## src/dfe_pkg.sv

```systemverilog
// Shared types, constants and helpers for the delimited frame extractor.
`default_nettype none
package dfe_pkg;

    // Frame buffer and marker geometry
    localparam int BUFFER_BYTES = 256;
    localparam int START_LEN    = 8;
    localparam int END_LEN      = 6;

    localparam int FILL_W      = $clog2(BUFFER_BYTES + 1);
    localparam int START_POS_W = 3;
    localparam int END_POS_W   = 3;
    localparam int POS_W       = 8;
    localparam int LEN_W       = 9;

    localparam int START_MARKER_W = 64;
    localparam int END_MARKER_W   = 48;
    localparam int CFG_DATA_W     = 64;
    localparam int CFG_INDEX_W    = 1;

    // Register indexes on the config port
    localparam logic [CFG_INDEX_W-1:0] REG_START_MARKER = 1'd0;
    localparam logic [CFG_INDEX_W-1:0] REG_END_MARKER   = 1'd1;

    // Reset values: "42START[" and "]42END", first character in the low byte
    localparam logic [START_MARKER_W-1:0] START_MARKER_RST = 64'h5B54524154533234;
    localparam logic [END_MARKER_W-1:0]   END_MARKER_RST   = 48'h444E4532345D;

    typedef enum logic [1:0] {
        PH_SEARCH = 2'd0,
        PH_START  = 2'd1,
        PH_BODY   = 2'd2,
        PH_END    = 2'd3
    } phase_t;

    // One result beat
    typedef struct packed {
        logic             store_valid;
        logic [POS_W-1:0] store_pos;
        logic [7:0]       store_data;
        logic             frame_done;
        logic [LEN_W-1:0] frame_len;
        logic             frame_dropped;
        logic             overflow;
    } result_t;

    // Byte k of a marker word
    function automatic logic [7:0] marker_byte(input logic [63:0] m, input logic [2:0] k);
        logic [7:0] b;
        case (k)
            3'd0:    b = m[7:0];
            3'd1:    b = m[15:8];
            3'd2:    b = m[23:16];
            3'd3:    b = m[31:24];
            3'd4:    b = m[39:32];
            3'd5:    b = m[47:40];
            3'd6:    b = m[55:48];
            3'd7:    b = m[63:56];
            default: b = m[7:0];
        endcase
        return b;
    endfunction

endpackage
`default_nettype wire

```

## src/dfe_cfg.sv

```systemverilog
// Marker configuration registers.
`default_nettype none
module dfe_cfg (
    input  wire logic                                 clk,
    input  wire logic                                 rst_n,
    input  wire logic                                 cfg_we,
    input  wire logic [dfe_pkg::CFG_INDEX_W-1:0]      cfg_index,
    input  wire logic [dfe_pkg::CFG_DATA_W-1:0]       cfg_data,
    output logic      [dfe_pkg::START_MARKER_W-1:0]   start_marker,
    output logic      [dfe_pkg::END_MARKER_W-1:0]     end_marker
);

    logic [dfe_pkg::START_MARKER_W-1:0] start_marker_reg;
    logic [dfe_pkg::END_MARKER_W-1:0]   end_marker_reg;

    // Register writes
    always_ff @(posedge clk or negedge rst_n)
    begin
        if (!rst_n)
        begin
            start_marker_reg <= dfe_pkg::START_MARKER_RST;
            end_marker_reg   <= dfe_pkg::END_MARKER_RST;
        end
        else if (cfg_we)
        begin
            case (cfg_index)
                dfe_pkg::REG_START_MARKER:
                    start_marker_reg <= cfg_data[dfe_pkg::START_MARKER_W-1:0];
                dfe_pkg::REG_END_MARKER:
                    end_marker_reg <= cfg_data[dfe_pkg::END_MARKER_W-1:0];
                default:
                    start_marker_reg <= start_marker_reg;
            endcase
        end
    end

    assign start_marker = start_marker_reg;
    assign end_marker   = end_marker_reg;

endmodule
`default_nettype wire

```

## src/dfe_deframer.sv

```systemverilog
// Deframing state machine: marker matching, fill count and per-byte result.
`default_nettype none
module dfe_deframer (
    input  wire logic                                 clk,
    input  wire logic                                 rst_n,
    input  wire logic                                 proc,
    input  wire logic [7:0]                           rx_byte,
    input  wire logic [dfe_pkg::START_MARKER_W-1:0]   start_marker,
    input  wire logic [dfe_pkg::END_MARKER_W-1:0]     end_marker,
    output dfe_pkg::result_t                          result
);

    dfe_pkg::phase_t                  phase_reg, phase_next;
    logic [dfe_pkg::START_POS_W-1:0]  start_pos_reg, start_pos_next;
    logic [dfe_pkg::END_POS_W-1:0]    end_pos_reg, end_pos_next;
    logic [dfe_pkg::FILL_W-1:0]       fill_count_reg, fill_count_next;

    // State registers
    always_ff @(posedge clk or negedge rst_n)
    begin
        if (!rst_n)
        begin
            phase_reg      <= dfe_pkg::PH_SEARCH;
            start_pos_reg  <= '0;
            end_pos_reg    <= '0;
            fill_count_reg <= '0;
        end
        else
        begin
            phase_reg      <= phase_next;
            start_pos_reg  <= start_pos_next;
            end_pos_reg    <= end_pos_next;
            fill_count_reg <= fill_count_next;
        end
    end

    // Next state and result
    always_comb
    begin
        logic [7:0]                       sbyte;
        logic [7:0]                       ebyte;
        logic                             store;
        logic                             done;
        logic                             dropped;
        logic                             ovf;
        logic                             start_last;
        logic                             end_last;
        logic [dfe_pkg::FILL_W-1:0]       fill_inc;
        dfe_pkg::phase_t                  np;
        logic [dfe_pkg::START_POS_W-1:0]  ns;
        logic [dfe_pkg::END_POS_W-1:0]    ne;

        sbyte      = dfe_pkg::marker_byte(start_marker, start_pos_reg);
        ebyte      = dfe_pkg::marker_byte({16'd0, end_marker}, end_pos_reg);
        start_last = start_pos_reg >= dfe_pkg::START_POS_W'(dfe_pkg::START_LEN - 1);
        end_last   = end_pos_reg >= dfe_pkg::END_POS_W'(dfe_pkg::END_LEN - 1);
        fill_inc   = fill_count_reg + 1'b1;
        store      = 1'b0;
        done       = 1'b0;
        dropped    = 1'b0;
        ovf        = 1'b0;
        np         = phase_reg;
        ns         = start_pos_reg;
        ne         = end_pos_reg;

        phase_next      = phase_reg;
        start_pos_next  = start_pos_reg;
        end_pos_next    = end_pos_reg;
        fill_count_next = fill_count_reg;

        if (proc && rx_byte != 8'd0)
        begin
            case (phase_reg)
                dfe_pkg::PH_SEARCH, dfe_pkg::PH_START:
                begin
                    if (rx_byte == sbyte)
                    begin
                        store = 1'b1;
                        if (start_last)
                        begin
                            np = dfe_pkg::PH_BODY;
                            ns = '0;
                        end
                        else
                        begin
                            np = dfe_pkg::PH_START;
                            ns = start_pos_reg + 1'b1;
                        end
                    end
                    else if (phase_reg == dfe_pkg::PH_START)
                    begin
                        dropped = 1'b1;
                    end
                end
                dfe_pkg::PH_BODY:
                begin
                    store = 1'b1;
                    if (rx_byte == ebyte)
                    begin
                        if (end_last)
                        begin
                            done = 1'b1;
                        end
                        else
                        begin
                            np = dfe_pkg::PH_END;
                            ne = end_pos_reg + 1'b1;
                        end
                    end
                end
                default:
                begin
                    // end marker in progress: any mismatch abandons the frame
                    if (rx_byte == ebyte)
                    begin
                        store = 1'b1;
                        if (end_last)
                            done = 1'b1;
                        else
                            ne = end_pos_reg + 1'b1;
                    end
                    else
                    begin
                        dropped = 1'b1;
                    end
                end
            endcase

            // buffer full: byte is not stored, frame dropped
            if (store && fill_count_reg >= dfe_pkg::FILL_W'(dfe_pkg::BUFFER_BYTES))
            begin
                store = 1'b0;
                done  = 1'b0;
                ovf   = 1'b1;
            end

            if (dropped || ovf || (store && done))
            begin
                phase_next      = dfe_pkg::PH_SEARCH;
                start_pos_next  = '0;
                end_pos_next    = '0;
                fill_count_next = '0;
            end
            else if (store)
            begin
                phase_next      = np;
                start_pos_next  = ns;
                end_pos_next    = ne;
                fill_count_next = fill_inc;
            end
        end

        result.store_valid   = store;
        result.store_pos     = store ? fill_count_reg[dfe_pkg::POS_W-1:0] : '0;
        result.store_data    = store ? rx_byte : 8'd0;
        result.frame_done    = done;
        result.frame_len     = done ? dfe_pkg::LEN_W'(fill_inc) : '0;
        result.frame_dropped = dropped;
        result.overflow      = ovf;
    end

endmodule
`default_nettype wire

```

## src/delimited_frame_extractor.sv

```systemverilog
// Top level of the delimited frame extractor: stream ports, beat registers, assertions.
`default_nettype none
// Takes one received byte per input beat and returns exactly one result beat for it.
// Zero bytes are ignored (all-zero result). The block hunts for the 8-byte start marker,
// then passes every frame byte, markers included, out with its buffer position until the
// 6-byte end marker completes; the completing beat carries tlast and the frame length.
// A marker mismatch drops the frame (frame_dropped), as does a frame longer than
// 256 bytes (overflow). Throughput is one byte per clock unless m_tready stalls output;
// each beat is held in the input register, then the result register, with the marker
// compare and fill count update between them. Marker registers must be written through
// the config port only while the stream is idle; the block does not enforce this.
module delimited_frame_extractor (
    input  wire logic                                clk,
    input  wire logic                                rst_n,
    // config write port
    input  wire logic                                cfg_we,
    input  wire logic [dfe_pkg::CFG_INDEX_W-1:0]     cfg_index,
    input  wire logic [dfe_pkg::CFG_DATA_W-1:0]      cfg_data,
    // input stream
    input  wire logic                                s_tvalid,
    output logic                                     s_tready,
    input  wire logic [7:0]                          s_tdata,  // [7:0] rx_byte
    // result stream
    output logic                                     m_tvalid,
    input  wire logic                                m_tready,
    // [0] store_valid, [8:1] store_pos, [16:9] store_data, [25:17] frame_len,
    // [26] frame_dropped, [27] overflow, [31:28] zero
    output logic [31:0]                              m_tdata,
    output logic                                     m_tlast   // frame_done
);

    logic [dfe_pkg::START_MARKER_W-1:0] start_marker;
    logic [dfe_pkg::END_MARKER_W-1:0]   end_marker;

    logic             in_valid_reg;
    logic [7:0]       in_byte_reg;
    logic             out_valid_reg;
    dfe_pkg::result_t out_reg;
    dfe_pkg::result_t result;
    logic             advance;
    logic             proc;

    dfe_cfg u_cfg (
        .clk          (clk),
        .rst_n        (rst_n),
        .cfg_we       (cfg_we),
        .cfg_index    (cfg_index),
        .cfg_data     (cfg_data),
        .start_marker (start_marker),
        .end_marker   (end_marker)
    );

    // Pipeline moves when the result register is free or being drained
    assign advance  = !out_valid_reg || m_tready;
    assign s_tready = !in_valid_reg || advance;
    assign proc     = in_valid_reg && advance;

    dfe_deframer u_deframer (
        .clk          (clk),
        .rst_n        (rst_n),
        .proc         (proc),
        .rx_byte      (in_byte_reg),
        .start_marker (start_marker),
        .end_marker   (end_marker),
        .result       (result)
    );

    // Input beat register
    always_ff @(posedge clk or negedge rst_n)
    begin
        if (!rst_n)
            in_valid_reg <= 1'b0;
        else if (s_tready)
            in_valid_reg <= s_tvalid;
    end

    always_ff @(posedge clk)
    begin
        if (s_tready && s_tvalid)
            in_byte_reg <= s_tdata;
    end

    // Result beat register
    always_ff @(posedge clk or negedge rst_n)
    begin
        if (!rst_n)
            out_valid_reg <= 1'b0;
        else if (advance)
            out_valid_reg <= in_valid_reg;
    end

    always_ff @(posedge clk)
    begin
        if (proc)
            out_reg <= result;
    end

    assign m_tvalid = out_valid_reg;
    assign m_tlast  = out_reg.frame_done;
    assign m_tdata  = {4'd0,
                       out_reg.overflow,
                       out_reg.frame_dropped,
                       out_reg.frame_len,
                       out_reg.store_data,
                       out_reg.store_pos,
                       out_reg.store_valid};

    // A completed frame always stores its final byte
    a_done_stores: assert property (@(posedge clk) disable iff (!rst_n)
        m_tvalid && m_tlast |-> m_tdata[0])
        else $error("frame_done without store_valid");

    // Drop and overflow are exclusive, and neither stores a byte
    a_drop_excl: assert property (@(posedge clk) disable iff (!rst_n)
        m_tvalid && (m_tdata[26] || m_tdata[27]) |-> !m_tdata[0] && !m_tlast
            && !(m_tdata[26] && m_tdata[27]))
        else $error("drop or overflow beat carries other events");

    // An input beat accepted while the input register is empty is loaded into that register
    a_in_to_out: assert property (@(posedge clk) disable iff (!rst_n)
        s_tvalid && s_tready && !in_valid_reg |=> in_valid_reg)
        else $error("accepted input beat lost");

endmodule
`default_nettype wire

```

## config.mk

```make
export PLATFORM = sky130hd
export DESIGN_NAME = delimited_frame_extractor
export DESIGN_NICKNAME = d
export VERILOG_FILES = /design/src/dfe_pkg.sv /design/src/dfe_cfg.sv /design/src/dfe_deframer.sv /design/src/delimited_frame_extractor.sv
export SDC_FILE = /design/constraint.sdc
export NUM_CORES = 1
export LEC_CHECK = 0
export BUFFER_PORTS_ARGS = -buffer_cell sky130_fd_sc_hd__buf_2
export CORE_MARGIN = 3
export CORE_UTILIZATION = 60
export CTS_CLUSTER_DIAMETER = 60
export DETAILED_ROUTE_END_ITERATION = 12
export GPL_ROUTABILITY_DRIVEN = 0
export GPL_TIMING_DRIVEN = 0
export PLACE_DENSITY = 0.81
export SLEW_MARGIN = 20
export SYNTH_ARGS = -nofsm -noshare
export SYNTH_HDL_FRONTEND = slang
export SYNTH_HIERARCHICAL = 1
export SYNTH_SLANG_ARGS = --single-unit
```

## constraint.sdc

```tcl
create_clock -name clk -period 8.5 [get_ports clk]
set_input_delay 0.425 -clock clk [delete_from_list [all_inputs] [get_ports clk]]
set_output_delay 0.425 -clock clk [all_outputs]
set_load 0.1 [all_outputs]
```

Yosys cells after proc, flatten, opt, wreduce, memory -nomap -nowiden
Index checks and enable logic that the tools add are counted.
{"block": "word_totals", "reg_bits": 168, "elab_cells": 115, "output_inout_bits": 35, "in_bits": 78}
{"block": "classes", "muxes": 41, "reduce_logical": 28, "n_bitwise": 1, "add_sub_neg": 3, "n_eq_ne": 23, "magnitude_cmp": 3}
{"cell": "one-hot mux 8 bit (8 select lines)", "count": 1}
{"cell": "one-hot mux 8 bit (7 select lines)", "count": 1}
{"cell": "2-to-1 mux 3 bit", "count": 10}
{"cell": "equality test 3 bit (second input constant)", "count": 8}
{"cell": "2-to-1 mux 1 bit", "count": 18}
{"cell": "2-to-1 mux 9 bit", "count": 2}
{"cell": "equality test 8 bit", "count": 2}
{"cell": "equality test 3 x 2 -> 1 bit (second input constant)", "count": 4}
{"cell": "2-to-1 mux 2 bit", "count": 6}
{"cell": "adder 9 x 1 -> 9 bit (second input constant)", "count": 1}
{"cell": ">= comparator 9 bit (second input constant)", "count": 1}
{"cell": "nonzero test 2 bit", "count": 4}
{"cell": "nonzero test 8 bit", "count": 1}
{"cell": "adder 3 x 1 -> 3 bit (second input constant)", "count": 2}
{"cell": "equality test 3 x 1 -> 1 bit (second input constant)", "count": 2}
{"cell": ">= comparator 3 bit (second input constant)", "count": 2}
{"cell": "zero test 3 bit", "count": 2}
{"cell": "!= test 3 x 1 -> 1 bit (second input constant)", "count": 2}
{"cell": "AND reduction 2 bit", "count": 3}
{"cell": "AND reduction 6 bit", "count": 1}
{"cell": "logical AND 1 bit", "count": 5}
{"cell": "AND reduction 5 bit", "count": 1}
{"cell": "logical OR 1 bit", "count": 4}
{"cell": "one-hot mux 1 bit (2 select lines)", "count": 2}
{"cell": "other kinds (12)", "count": 14}

Depth between registers and ports, before layout
Gate-level depths: netlist (run 1).
{"block": "depth", "depth_word": 14, "ltp_mapped": 16, "mapped_depth_nobuf": 11}

Modules after synthesis
The synthesis (run 1) kept the hierarchy.
{"module": "dfe_cfg", "area_per_inst_um2": 4603.2, "instances": 1, "seq_area_each_um2": 2860.2, "cells_each": 238}
{"module": "dfe_deframer", "area_per_inst_um2": 2423.6, "instances": 1, "seq_area_each_um2": 425.4, "cells_each": 311}
{"module": "delimited_frame_extractor", "area_per_inst_um2": 1248.7, "instances": 1, "seq_area_each_um2": 1161.1, "cells_each": 50}

Worst setup path after synthesis (run 1)
Ideal clock, no wire load.
{"block": "synth_path", "path_type": "register to register", "from": "register u_deframer/start_pos_reg[2] (netlist bit)", "to": "register u_deframer/start_pos_reg[1] (netlist bit)", "stages_incl_launch_ff": 16, "setup_ps": 96, "required_ps": 8404, "arrival_time_ps": 3608, "period_less_slack_ps": 3704, "path_buffers": 4, "path_slack_ps": 4796, "cell_sequence": "dfrtp_1 > clkbuf_1 > inv_1 > ha_1 > clkbuf_2 > or4_1 > buf_2 > or2_0 > clkbuf_1 > a31oi_1 > xnor2_1 > nand4_1 > or4_4 > nand4_4 > nand3_4 > o32ai_2"}
{"block": "synth_between", "elab_chain_len": 13, "word_cells_on_any_way": 36, "cone_classes": "order compare: 1; eq/ne: 8; mux: 18; reduce/logical: 9"}
{"item": "start: declaration", "line_no": "dfe_deframer.sv:14", "rtl": "logic [dfe_pkg::START_POS_W-1:0] start_pos_reg, start_pos_next;"}
{"item": "start signal: assignment", "line_no": "dfe_deframer.sv:31", "rtl": "start_pos_reg <= start_pos_next;"}
{"item": "equality test 3 bit (tied with other cells)", "line_no": "dfe_pkg.sv:50", "rtl": "case (k)"}
{"item": "one-hot mux 8 bit (8 select lines)", "line_no": "dfe_pkg.sv:50"}
{"item": "equality test 8 bit", "line_no": "dfe_deframer.sv:76", "rtl": "if (rx_byte == sbyte)"}
{"item": "2-to-1 mux 1 bit", "line_no": "dfe_deframer.sv:76"}
{"item": "one-hot mux 1 bit (2 select lines)", "line_no": "dfe_deframer.sv:73", "rtl": "case (phase_reg)"}
{"item": "2-to-1 mux 1 bit", "line_no": "dfe_deframer.sv:71", "rtl": "if (proc && rx_byte != 8'd0)"}
{"item": "logical AND 1 bit", "line_no": "dfe_deframer.sv:130", "rtl": "if (store && fill_count_reg >= dfe_pkg::FILL_W'(dfe_pkg::BUFFER_BYTES))"}
{"item": "2-to-1 mux 1 bit", "line_no": "dfe_deframer.sv:130"}
{"item": "2-to-1 mux 1 bit", "line_no": "dfe_deframer.sv:71"}
{"item": "logical OR 1 bit / logical AND 1 bit (equally long branches)", "line_no": "dfe_deframer.sv:137", "rtl": "if (dropped || ovf || (store && done))"}
{"item": "logical OR 1 bit", "line_no": "dfe_deframer.sv:137"}
{"item": "nonzero test 2 bit (no source line)"}
{"item": "AND reduction 4 bit (no source line)"}
Parallel ways exist; a longest one is shown, timed or not. The select of a mux whose other input is x is not followed.
A chain may end at the register's enable or synchronous reset.

==> qor.yml, run 1 <==
run_status:
  status: "finished clean"
hold_path:
  holdPathEnd: "in_byte_reg[3]$_DFFE_PP_"
  hp-class: "in2reg"
  min_from: "s_tdata[3]"
  hold_depth: 1
sta:
  max_freq_mhz: 202
  finalSetupViolCount: 0
  drv_slew: 0
  fin_skew_ns: 0.00748
  hold_violations: 0
  hold_ws_ns: 0.173
  worstMarginPinSlew_ns: 0.966
  rsz0062_at_grt: "false"
  period_share_pct: 58.2
  tns_ns: 0
  post-route-min-period_ns: 4.94
  slew_headroom_pct: 35.1
synthesis:
  synth_compound_area_share_pct: 9.60
  syn_area_um2: 8280
  synthAdderAreaFrac_pct: 1.97
  synth.avg_cell_area_um2: 13.8
  synth_xor_area_share_pct: 1.91
  yosys_register_bits: 168
  synth_mux_area_share_pct: 20.7
  syn_inst: 599
  synth-main-ff-cell: "dfrtp_1"
  synth-edff-count: 37
  synth_top_family_by_area: "multiplexers"
  synth-simple-area-share_pct: 7.53
  ys_async_sr_fraction_pct: 78.0
  ys_warn_count: 6
  yosysSeqAreaShare_pct: 53.7
  synth_cell_types: 60
power:
  p_int_mw: 1.73
  pwr-share-seq_pct: 39.6
  p_clk_share_pct: 28.6
  power.switching_uw: 915
  p_comb_share_pct: 31.7
  powerDensity_nw_per_um2: 273
  p_sw_share_pct: 34.7
  peakVddDrop_mv: 0.181
  leakagePower_nw: 4.24
critical_path:
  critPathLaunchType: "flip-flop"
  critical_path_arrival_ns: 5.24
  crit_required_ns: 8.79
  r2r-start: "u_deframer/start_pos_reg[2]$_DFFE_PN0P_"
  cpMaxStageDelayCell: "dfrtp_1"
  r2r-end: "m_tdata[14]$_DFFE_PP_"
  endpoint_kind: "flip-flop"
  critPathMaxFanout: 10
  worstSetupPathType: "reg2reg"
  worstRegToRegCells: 16
  crit_chain: "clkbuf_1, inv_1, ha_1, clkbuf_2, or4_1, buf_2, or2_0, clkbuf_1, a31oi_1, xnor2_1, nand4_1, o21ai_0, o31ai_1, nor3_1, buf_2, and2_1"
  crit_path_max_incr_delay_ns: 0.50
  reg2reg_slack_ns: 3.56
clock_network:
  cts_resized: 0
  cts_root_buffer: "clkbuf_16"
  numCtsBuffers: 17
  clock_latency_ns: 0.44
  post_cts_buffers: 0
  htreeDepth: 4
  cts_buffer_depth: 2
  clock-sinks: 168
  tritoncts: "done"
  clk_pin_slew_ns: 0.06
  holdBufCountCts: 1
placement:
  io_buffer_count: 108
  hpwl_um: 14300
  dp.cells: 887
cells_and_area:
  fin_cells: 920
  fillerInstances: 898
  drive_gt1_share_pct: 45.3
  num_antenna_cells: 0
  area_growth_pct: 16.9
  utilization_pct: 72.5
  final_nets: 822
  largest_reg_flops: 64
grt:
  grt_start_max_net_pins: 68
  grt_pass1_vias: 5750
  antenna_found_initial: 0
  track_usage_pct: 27.8
  grt_overflow: 0
  grt_first_pass_wirelength_um: 31400
routing:
  wire_per_inst_um: 21.8
  drt_iter0_drc: 670
  dr.pass1.iters: 5
  via_per_inst: 6.20
  drt-total-wl_um: 20100
  dr_total_vias: 5703
  drc: 0
  ant_nets: 0
floorplanning:
  die_w_um: 123
  initial_utilization_pct: 62.0
  rows: 42
  die_area_um2: 15200
  die_h_um: 123
  pin_count: 113
  fp.coreArea_um2: 13300
job:
  maxCapViolCount: 0
[cells in the mapped netlist, types with 9 or more instances]
cell	number	area (µm²)
mux2_4	80	1200
inv_1	18	67.6
nand2_1	24	90.1
dfstp_2	46	1210
mux2_2	34	383
ha_1	13	163
a21oi_1	11	55.1
xor2_1	11	96.3
a31oi_1	9	56.3
o21ai_0	15	75.1
and2_1	14	87.6
o211ai_1	9	67.6
nor3_1	10	50.1
nor2_1	13	48.8
nand3_1	14	70.1
clkbuf_1	14	52.6
dfrtp_1	85	2130
mux2i_1	13	130
edfxtp_1	37	1110
[kinds of logic (layout without fill, tap and decap cells)]
family / count (synthesis) / in the layout
AOI/OAI and AO/OA: 105 / 105
other: 1 / 4
DFF: 168 / 168
muxes: 127 / 127
xor gates and xnor gates: 18 / 18
adders and majority gates: 13 / 13
buffers and inverters: 58 / 200
and+or+nand+nor: 109 / 109
[cell type report]
type	instances	area, µm²	area share [%]
Timing Repair Buffer	110	584	6.04
Multi-Input combinational cell	376	3470	35.9
Inverter	18	67.6	0.698
Tap cell	176	220	2.28
Clock inverter	13	118	1.22
Sequential cell	168	4450	46.0
Clock buffer	19	464	4.80
Buffer	40	305	3.16
[routing by layer]
metal	share of wire [%]	up-vias	GRT usage (%)	wire length, µm
met5	0	-	0	0
met4	3.6	0	12.7	716
met3	8.5	63	7.23	1710
met2	48	306	44.5	9630
met1	40	2841	35.6	8010
li1	-	2493	-	-
[how the worst max path moves through the flow]
stage,start,endpoint,slack (ns)
after floorplan,u_deframer/start_pos_reg[2]$_DFFE_PN0P_,u_deframer/start_pos_reg[1]$_DFFE_PN0P_,4.80
after global placement,u_deframer/start_pos_reg[2]$_DFFE_PN0P_,u_deframer/start_pos_reg[0]$_DFFE_PN0P_,4.04
after detailed placement,u_deframer/start_pos_reg[2]$_DFFE_PN0P_,m_tdata[14]$_DFFE_PP_,3.88
after CTS,u_deframer/start_pos_reg[2]$_DFFE_PN0P_,m_tdata[14]$_DFFE_PP_,3.77
after global routing,u_deframer/start_pos_reg[2]$_DFFE_PN0P_,m_tdata[14]$_DFFE_PP_,3.34
final,u_deframer/start_pos_reg[2]$_DFFE_PN0P_,m_tdata[14]$_DFFE_PP_,3.56
[power groups by stage]
stage | sequential (mW) | clock (mW) | combinational [mW]
4_1_cts | 1.05 | 0.766 | 0.824
5_1_grt | 1.06 | 0.803 | 0.894
3_5_place_dp | 1.06 | 0 | 0.819
3_3_place_gp | 1.05 | 0 | 0.789
6_report | 1.05 | 0.756 | 0.838
2_1_floorplan | 1.10 | 0 | 0.546
[cells in the final DEF (no fill, tap or decap), types with 7 or more instances in the layout]
cell type,Yosys,layout
a22o_1,8,8
nor3_1,10,10
dfrtp_1,85,85
nor2_1,13,13
a222oi_1,7,7
clkbuf_16,0,18
xor2_1,11,11
mux2_2,34,34
dfstp_2,46,46
inv_1,18,18
nand2b_1,7,7
nor4_1,7,7
a22oi_1,8,8
a21oi_1,11,11
buf_2,6,113
a32oi_1,8,8
a31oi_1,9,9
clkbuf_1,14,14
edfxtp_1,37,37
o211ai_1,9,9
nand3_1,14,14
o21ai_0,15,15
ha_1,13,13
mux2i_1,13,13
nand2_1,24,24
mux2_4,80,80
and2_1,14,13
xnor2_1,7,7
[stage by stage]
step / setup WS [ns] / power [mW] / instance area, µm²
after floorplan: 4.80 / 1.64 / 8290
after global placement: 4.04 / 1.84 / 9050
after detailed placement: 3.88 / 1.88 / 9080
after CTS: 3.77 / 2.64 / 9670
after global routing: 3.34 / 2.76 / 9670
final: 3.56 / 2.64 / 9670
[worst max-delay path, delay by kind of cell (launching register included)]
family	cells	cell delay (ns)
buf+inv	6	1.59
simple gates	5	1.48
compound gates	3	0.83
flops	1	0.50
fa+ha+maj	1	0.26
xor+xnor	1	0.16
No activity file was read; power rests on OpenSTA's default activity.
==> run 2, diff against run 1 <==
- CORE_UTILIZATION: 60 -> 58
- PLACE_DENSITY: 0.81 -> 0.78
- clock period: 8.5 -> 4.9 ns (I/O delays scaled with it)
==> run 2 against run 1 <==
Effect of this change:
- sequential power grew 73%
- critical path depth shrank 1
- worst setup slack lost 3.1 ns
- sequential share of layout area shrank 0.15 points
- hold slack lost 0.16 ns
- highest routed layer unchanged
- clock skew grew 0.00089 ns
- utilization shrank 2.8 points
- register-to-register slack lost 3.1 ns
- wire length shrank 0.43%
- largest cell class unchanged
==> qor.yml, run 2 (same netlist as run 1, synthesis figures left out) <==
cells_and_area:
  num_antenna_cells: 0  # unchanged
  final_cell_mix: "buf_2, dfrtp_1, mux2_4"
  drive_gt1_share_pct: 44.5  # -0.82 points
  fillerInstances: 961  # +7.0%
  fin_cells: 931  # +1.2%
  regArea_um2: 4450  # unchanged
  largest_reg_flops: 64  # unchanged
  multi_input_area_um2: 3470  # unchanged
  area_growth_pct: 17.3
  final_common_cell: "buf_2"
  final_nets: 829  # +0.85%
sta:
  slew_headroom_pct: 32.5  # -2.6 points
  period_share_pct: 91.6  # +33 points
  worstMarginPinSlew_ns: 1.00  # +0.0389 ns
  finalSetupViolCount: 0  # unchanged
  rsz0062_at_grt: "false"
  post-route-min-period_ns: 4.49  # -0.456 ns
  drv_slew: 0  # unchanged
  hold_violations: 0  # unchanged
  tns_ns: 0  # unchanged
  fin_skew_ns: 0.00837  # +0.000887 ns
  max_freq_mhz: 223  # +10%
critical_path:
  crit_required_ns: 5.07  # -3.72 ns
  critical_path_arrival_ns: 4.66  # -0.58 ns
  critPathMaxFanout: 10  # unchanged
  crit_chain: "buf_2, buf_1, inv_1, ha_1, buf_1, a32oi_1, o211ai_1, mux2i_1, xor2_1, nand4_1, nor2_1, o31ai_1, nor3_1, buf_2, and2_1"
  crit_path_max_incr_delay_ns: 0.82  # +0.32 ns
  worstRegToRegCells: 15  # -1
  worstSetupPathType: "reg2reg"
  cpMaxStageDelayCell: "o31ai_1"
  endpoint_kind: "flip-flop"
  critPathLaunchType: "flip-flop"
power:
  leakagePower_nw: 4.25  # +0.26%
  power.switching_mw: 1.51  # +65%
  p_int_mw: 2.95  # +71%
  pwr-share-seq_pct: 40.8  # +1.2 points
  p_comb_share_pct: 31.9  # +0.2 points
  peakVddDrop_mv: 0.275  # +52%
  p_sw_share_pct: 33.8  # -0.87 points
  powerDensity_nw_per_um2: 459  # +68%
  p_clk_share_pct: 27.3  # -1.3 points
hold_path:
  hp-class: "in2reg"
  hold_depth: 1  # unchanged
clock_network:
  htreeDepth: 4  # unchanged
  cts_root_buffer: "clkbuf_16"
  clock_latency_ns: 0.42  # -0.02 ns
  tritoncts: "done"
  post_cts_buffers: 0  # unchanged
  numCtsBuffers: 17  # unchanged
  cts_buffer_depth: 2  # unchanged
  clock-sinks: 168  # unchanged
  clk_pin_slew_ns: 0.06  # about the same
routing:
  drc: 0  # unchanged
  drt-total-wl_um: 20000  # -0.43%
  via_per_inst: 6.07  # -2.2%
  dr_total_vias: 5647  # -0.98%
  drt_iter0_drc: 600  # -10%
  ant_nets: 0  # unchanged
  wire_per_inst_um: 21.5  # -1.6%
  dr.pass1.iters: 5  # unchanged
run_status:
  status: "finished clean"
floorplanning:
  die_w_um: 125  # +1.6%
  die_area_um2: 15700  # +3.3%
  die_h_um: 125  # +1.6%
  rows: 43  # +2.4%
  initial_utilization_pct: 59.4  # -2.6 points
  fp.coreArea_um2: 13900  # +4.4%
  pin_count: 113  # unchanged
grt:
  grt_start_max_net_pins: 71  # +4.4%
  grt_first_pass_wirelength_um: 31600  # +0.42%
  antenna_found_initial: 0  # unchanged
  track_usage_pct: 25.8  # -2.0 points
  grt_overflow: 0  # unchanged
  grt_pass1_vias: 5678  # -1.3%
placement:
  dp.cells: 891  # +0.45%
  io_buffer_count: 108  # unchanged
  hpwl_um: 14300  # about the same
job:
  maxCapViolCount: 0  # unchanged
[run 2: changes by cell type in the layout (fill, tap and decap cells not counted), sizes merged]
cell / before / now
clkbuf: 34 / 40
dlygate4sd3: 1 / 8
clkinv: 7 / 4
inv: 22 / 20
bufinv: 1 / 0
[run 2: timing repair]
item	CTS	global route
resized for setup	0	2
hold endpoints to repair	52	2
setup endpoints to repair	0	2
hold buffers	6	2
[run 2: power groups by stage]
stage / combinational [mW] / sequential (mW) / clock [mW]
final: 1.42 / 1.82 / 1.22
after global placement: 1.35 / 1.83 / 0
after CTS: 1.41 / 1.82 / 1.24
after floorplan: 0.947 / 1.90 / 0
after global routing: 1.52 / 1.84 / 1.30
after detailed placement: 1.39 / 1.84 / 0
[run 2: path summary, 6_finish.rpt]
| check | endpoint | start | slack (ns) |
|---|---|---|---|
| worst max register to register | m_tdata[6]$_DFFE_PP_ | u_deframer/end_pos_reg[2]$_DFFE_PN0P_ | 0.41 |
| min in group asynchronous | u_cfg/end_marker[28]$_DFFE_PN0P_ | rst_n | 0.37 |
| max in group asynchronous | u_cfg/end_marker[2]$_DFFE_PN1P_ | rst_n | 3.76 |
| worst min register to register | u_cfg/end_marker[7]$_DFFE_PN0P_ | u_cfg/end_marker[7]$_DFFE_PN0P_ | 0.50 |
| worst max-delay path | m_tdata[6]$_DFFE_PP_ | u_deframer/end_pos_reg[2]$_DFFE_PN0P_ | 0.41 |
| worst min-delay path | in_byte_reg[2]$_DFFE_PP_ | s_tdata[2] | 0.02 |
[run 2: stage by stage]
step | area (µm²) | total power, mW | worst slack [ns] | hold WS (ns) | utilization (%)
final | 9710 | 4.46 | 0.412 | 0.0178 | 69.7
after global routing | 9710 | 4.67 | 0.210 | 0.00243 | 69.7
after CTS | 9690 | 4.46 | 0.331 | 0.00210 | 69.5
after detailed placement | 9090 | 3.22 | 0.457 | 0.272 | 65.2
after global placement | 9050 | 3.17 | 0.551 | 0.425 | 65.0
after floorplan | 8290 | 2.85 | 1.20 | -0.0506 | -
[run 2: area by class of cell]
cell class | instances | share of cell area, %
clock buffer | 25 | 5.10
tap | 180 | 2.32
buffer | 40 | 3.16
inverter | 18 | 0.696
timing repair buffer | 117 | 6.74
multi-input combinational | 376 | 35.7
sequential | 168 | 45.8
clock inverter | 7 | 0.438
[run 2: per-layer routing]
metal / vias up / GRT usage, % / share of wire [%]
met3: 29 / 6.66 / 8.3
li1: 2499 / - / -
met1: 2843 / 35.2 / 42
met4: 0 / 7.65 / 1.8
met5: - / 0 / 0
met2: 276 / 41.2 / 48
[run 2: worst max-delay path, delay by kind of cell, from the launching register on]
family                   cells  cell delay (ns)
AO/OA/AOI/OAI                3             1.42
XOR/XNOR                     1             0.09
adder cells (fa/ha/maj)      1             0.23
buffers and inverters        5             1.29
flip-flops                   1             0.31
multiplexers                 1             0.22
AND/OR/NAND/NOR              4             0.66
==> run 3, diff against run 2 <==
- BUFFER_PORTS_ARGS: -buffer_cell sky130_fd_sc_hd__buf_2 -> not set
- CORE_UTILIZATION: 58 -> 60
- DONT_BUFFER_PORTS: not set -> 1
- PLACE_DENSITY: 0.78 -> 0.74
- SETUP_SLACK_MARGIN: not set -> 0.5
==> run 3 against run 2 <==
Effect of this change:
- fmax is 6.7% higher
- design area grew 3.2%
- hold slack improved by 0.12 ns
- clock skew is 0.0068 ns higher
- register-to-register slack improved by 0.28 ns
- wire length is 8.7% higher
- highest routed layer unchanged
- flip-flop and latch count is the same
- utilization up 5.4 points
- first-iteration DRC count shrank 16%
- die area shrank 3.2%
- power up 6.5%
- critical path depth is 1 higher
==> qor.yml, run 3 (same netlist as run 1, synthesis figures left out) <==
run_status:
  status: "finished clean"
grt:
  grt_first_pass_wirelength_um: 33100  # +4.8%
  track_usage_pct: 29.5  # +3.7 points
  grt_start_max_net_pins: 132  # +86%
  antenna_found_initial: 0  # unchanged
  grt_overflow: 0  # unchanged
  grt_pass1_vias: 5680  # +0.035%
critical_path:
  critical_path_arrival_ns: 4.55  # -0.11 ns
  crit_chain: "buf_4, clkinvlp_4, ha_1, clkbuf_2, or4_1, buf_2, or2_0, clkbuf_2, a31oi_2, xnor2_1, nand4_1, buf_4, or4_4, nand4_4, nand3_4, o32ai_2"
  path_buf_inv: 6  # +1
  critPathMaxFanout: 10  # unchanged
  r2r-start: "u_deframer/start_pos_reg[2]$_DFFE_PN0P_"
  worstRegToRegCells: 16  # +1
  critPathLaunchType: "flip-flop"
  cpMaxStageDelayCell: "or4_4"
  crit_path_max_incr_delay_ns: 0.54  # -0.28 ns
  crit_required_ns: 5.25  # +0.18 ns
  endpoint_kind: "flip-flop"
  cpLargestDelayFamily: "simple AND/OR/NAND/NOR gates"
  r2r-end: "u_deframer/start_pos_reg[1]$_DFFE_PN0P_"
  reg2reg_slack_ns: 0.69  # +0.28 ns
  worstSetupPathType: "reg2reg"
routing:
  via_per_inst: 6.23  # +2.6%
  drt_iter0_drc: 505  # -16%
  drt-total-wl_um: 21700  # +8.7%
  dr.pass1.iters: 5  # unchanged
  ant_nets: 0  # unchanged
  dr_total_vias: 5553  # -1.7%
  drc: 0  # unchanged
  wire_per_inst_um: 24.3  # +13%
clock_network:
  numCtsBuffers: 17  # unchanged
  clock_latency_ns: 0.44  # +0.02 ns
  clk_pin_slew_ns: 0.07  # about the same
  tritoncts: "done"
  htreeDepth: 4  # unchanged
  clock-sinks: 168  # unchanged
  cts_root_buffer: "clkbuf_16"
  cts_buffer_depth: 2  # unchanged
cells_and_area:
  final_cell_mix: "dfrtp_1, mux2_4, dlygate4sd3_1"
  fillerInstances: 854  # -11%
  drive_gt1_share_pct: 34.6  # -9.8 points
  final_nets: 794  # -4.2%
  largest_reg_flops: 64  # unchanged
  area_growth_pct: 21.1
  final_common_cell: "dfrtp_1"
  num_antenna_cells: 0  # unchanged
sta:
  worstMarginPinSlew_ns: 0.973  # -0.0313 ns
  period_share_pct: 85.8  # -5.8 points
  finalSetupViolCount: 0  # unchanged
  tns_ns: 0  # unchanged
  rsz0062_at_grt: "false"
  slew_headroom_pct: 35.1  # +2.7 points
  hold_violations: 0  # unchanged
  fin_skew_ns: 0.0151  # +0.00678 ns
  max_freq_mhz: 238  # +6.7%
  post-route-min-period_ns: 4.21  # -0.282 ns
  hold_ws_ns: 0.139  # +0.121 ns
  drv_slew: 0  # unchanged
hold_path:
  min_from: "s_tvalid"
  holdPathEnd: "in_byte_reg[2]$_DFFE_PP_"
  hold_depth: 1  # unchanged
  hp-class: "in2reg"
power:
  leakagePower_nw: 4.17  # -1.7%
  peakVddDrop_mv: 0.307  # +12%
  powerDensity_nw_per_um2: 474  # +3.2%
floorplanning:
  fp.coreArea_um2: 13300  # -4.2%
  initial_utilization_pct: 62.0  # +2.6 points
  die_area_um2: 15200  # -3.2%
  die_w_um: 123  # -1.6%
  pin_count: 113  # unchanged
  rows: 42  # -2.3%
  die_h_um: 123  # -1.6%
job:
  maxCapViolCount: 0  # unchanged
placement:
  io_buffer_count: 0  # -100%
  hpwl_um: 14200  # -0.56%
-- run 3: timing repair --
action | in CTS | in global routing
hold endpoints to repair | 253 | 0
pin swaps | 0 | 2
hold buffers | 76 | 0
setup buffers | 0 | 5
resized for setup | 5 | 15
endpoints found under the setup margin | 30 | 40
cloned | 0 | 0
-- run 3: cell type report --
| cell class | count | area (µm²) | share of cell area, % |
|---|---|---|---|
| Tap cell | 176 | 220 | 2.20 |
| Buffer | 40 | 313 | 3.12 |
| Inverter | 18 | 71.3 | 0.712 |
| Clock buffer | 22 | 495 | 4.95 |
| Clock inverter | 10 | 115 | 1.15 |
| Multi-Input combinational cell | 376 | 3530 | 35.2 |
| Sequential cell | 168 | 4450 | 44.4 |
| Timing Repair Buffer | 82 | 831 | 8.29 |
-- run 3: power by group --
part | switching, mW | total (mW) | internal, mW
Sequential | 0.273 | 1.94 | 1.67
Combinational | 0.794 | 1.42 | 0.623
Clock | 0.567 | 1.39 | 0.822
-- run 3: metrics by stage --
step	power, mW	cells	area, µm²	utilization (%)	setup WS (ns)
finish	4.75	892	10000	75.1	0.694
global route	4.93	892	10000	75.1	0.480
CTS	4.66	887	9930	74.4	0.544
detailed placement	3.19	779	8520	63.8	0.188
global placement	3.13	778	8510	63.7	0.334
floorplan	2.85	602	8290	-	1.20
-- run 3: metal layers --
layer  GRT usage [%]  part of all wire (%)
met1            38.0                    41
met3            8.14                   6.7
met2            47.8                    50
met4            11.4                   2.6
met5               0                     0
-- run 3: how the worst max path moves through the flow --
stage | depth (start not counted) | from | slack, ns | end
floorplan | 15 | u_deframer/start_pos_reg[2]$_DFFE_PN0P_ | 1.20 | u_deframer/start_pos_reg[1]$_DFFE_PN0P_
global placement | 16 | u_deframer/start_pos_reg[2]$_DFFE_PN0P_ | 0.33 | u_deframer/start_pos_reg[0]$_DFFE_PN0P_
detailed placement | 16 | u_deframer/start_pos_reg[2]$_DFFE_PN0P_ | 0.19 | u_deframer/start_pos_reg[0]$_DFFE_PN0P_
CTS | 15 | u_deframer/start_pos_reg[2]$_DFFE_PN0P_ | 0.54 | u_deframer/start_pos_reg[1]$_DFFE_PN0P_
global route | 14 | u_deframer/end_pos_reg[1]$_DFFE_PN0P_ | 0.48 | m_tdata[21]$_DFFE_PP_
finish | 16 | u_deframer/start_pos_reg[2]$_DFFE_PN0P_ | 0.69 | u_deframer/start_pos_reg[1]$_DFFE_PN0P_
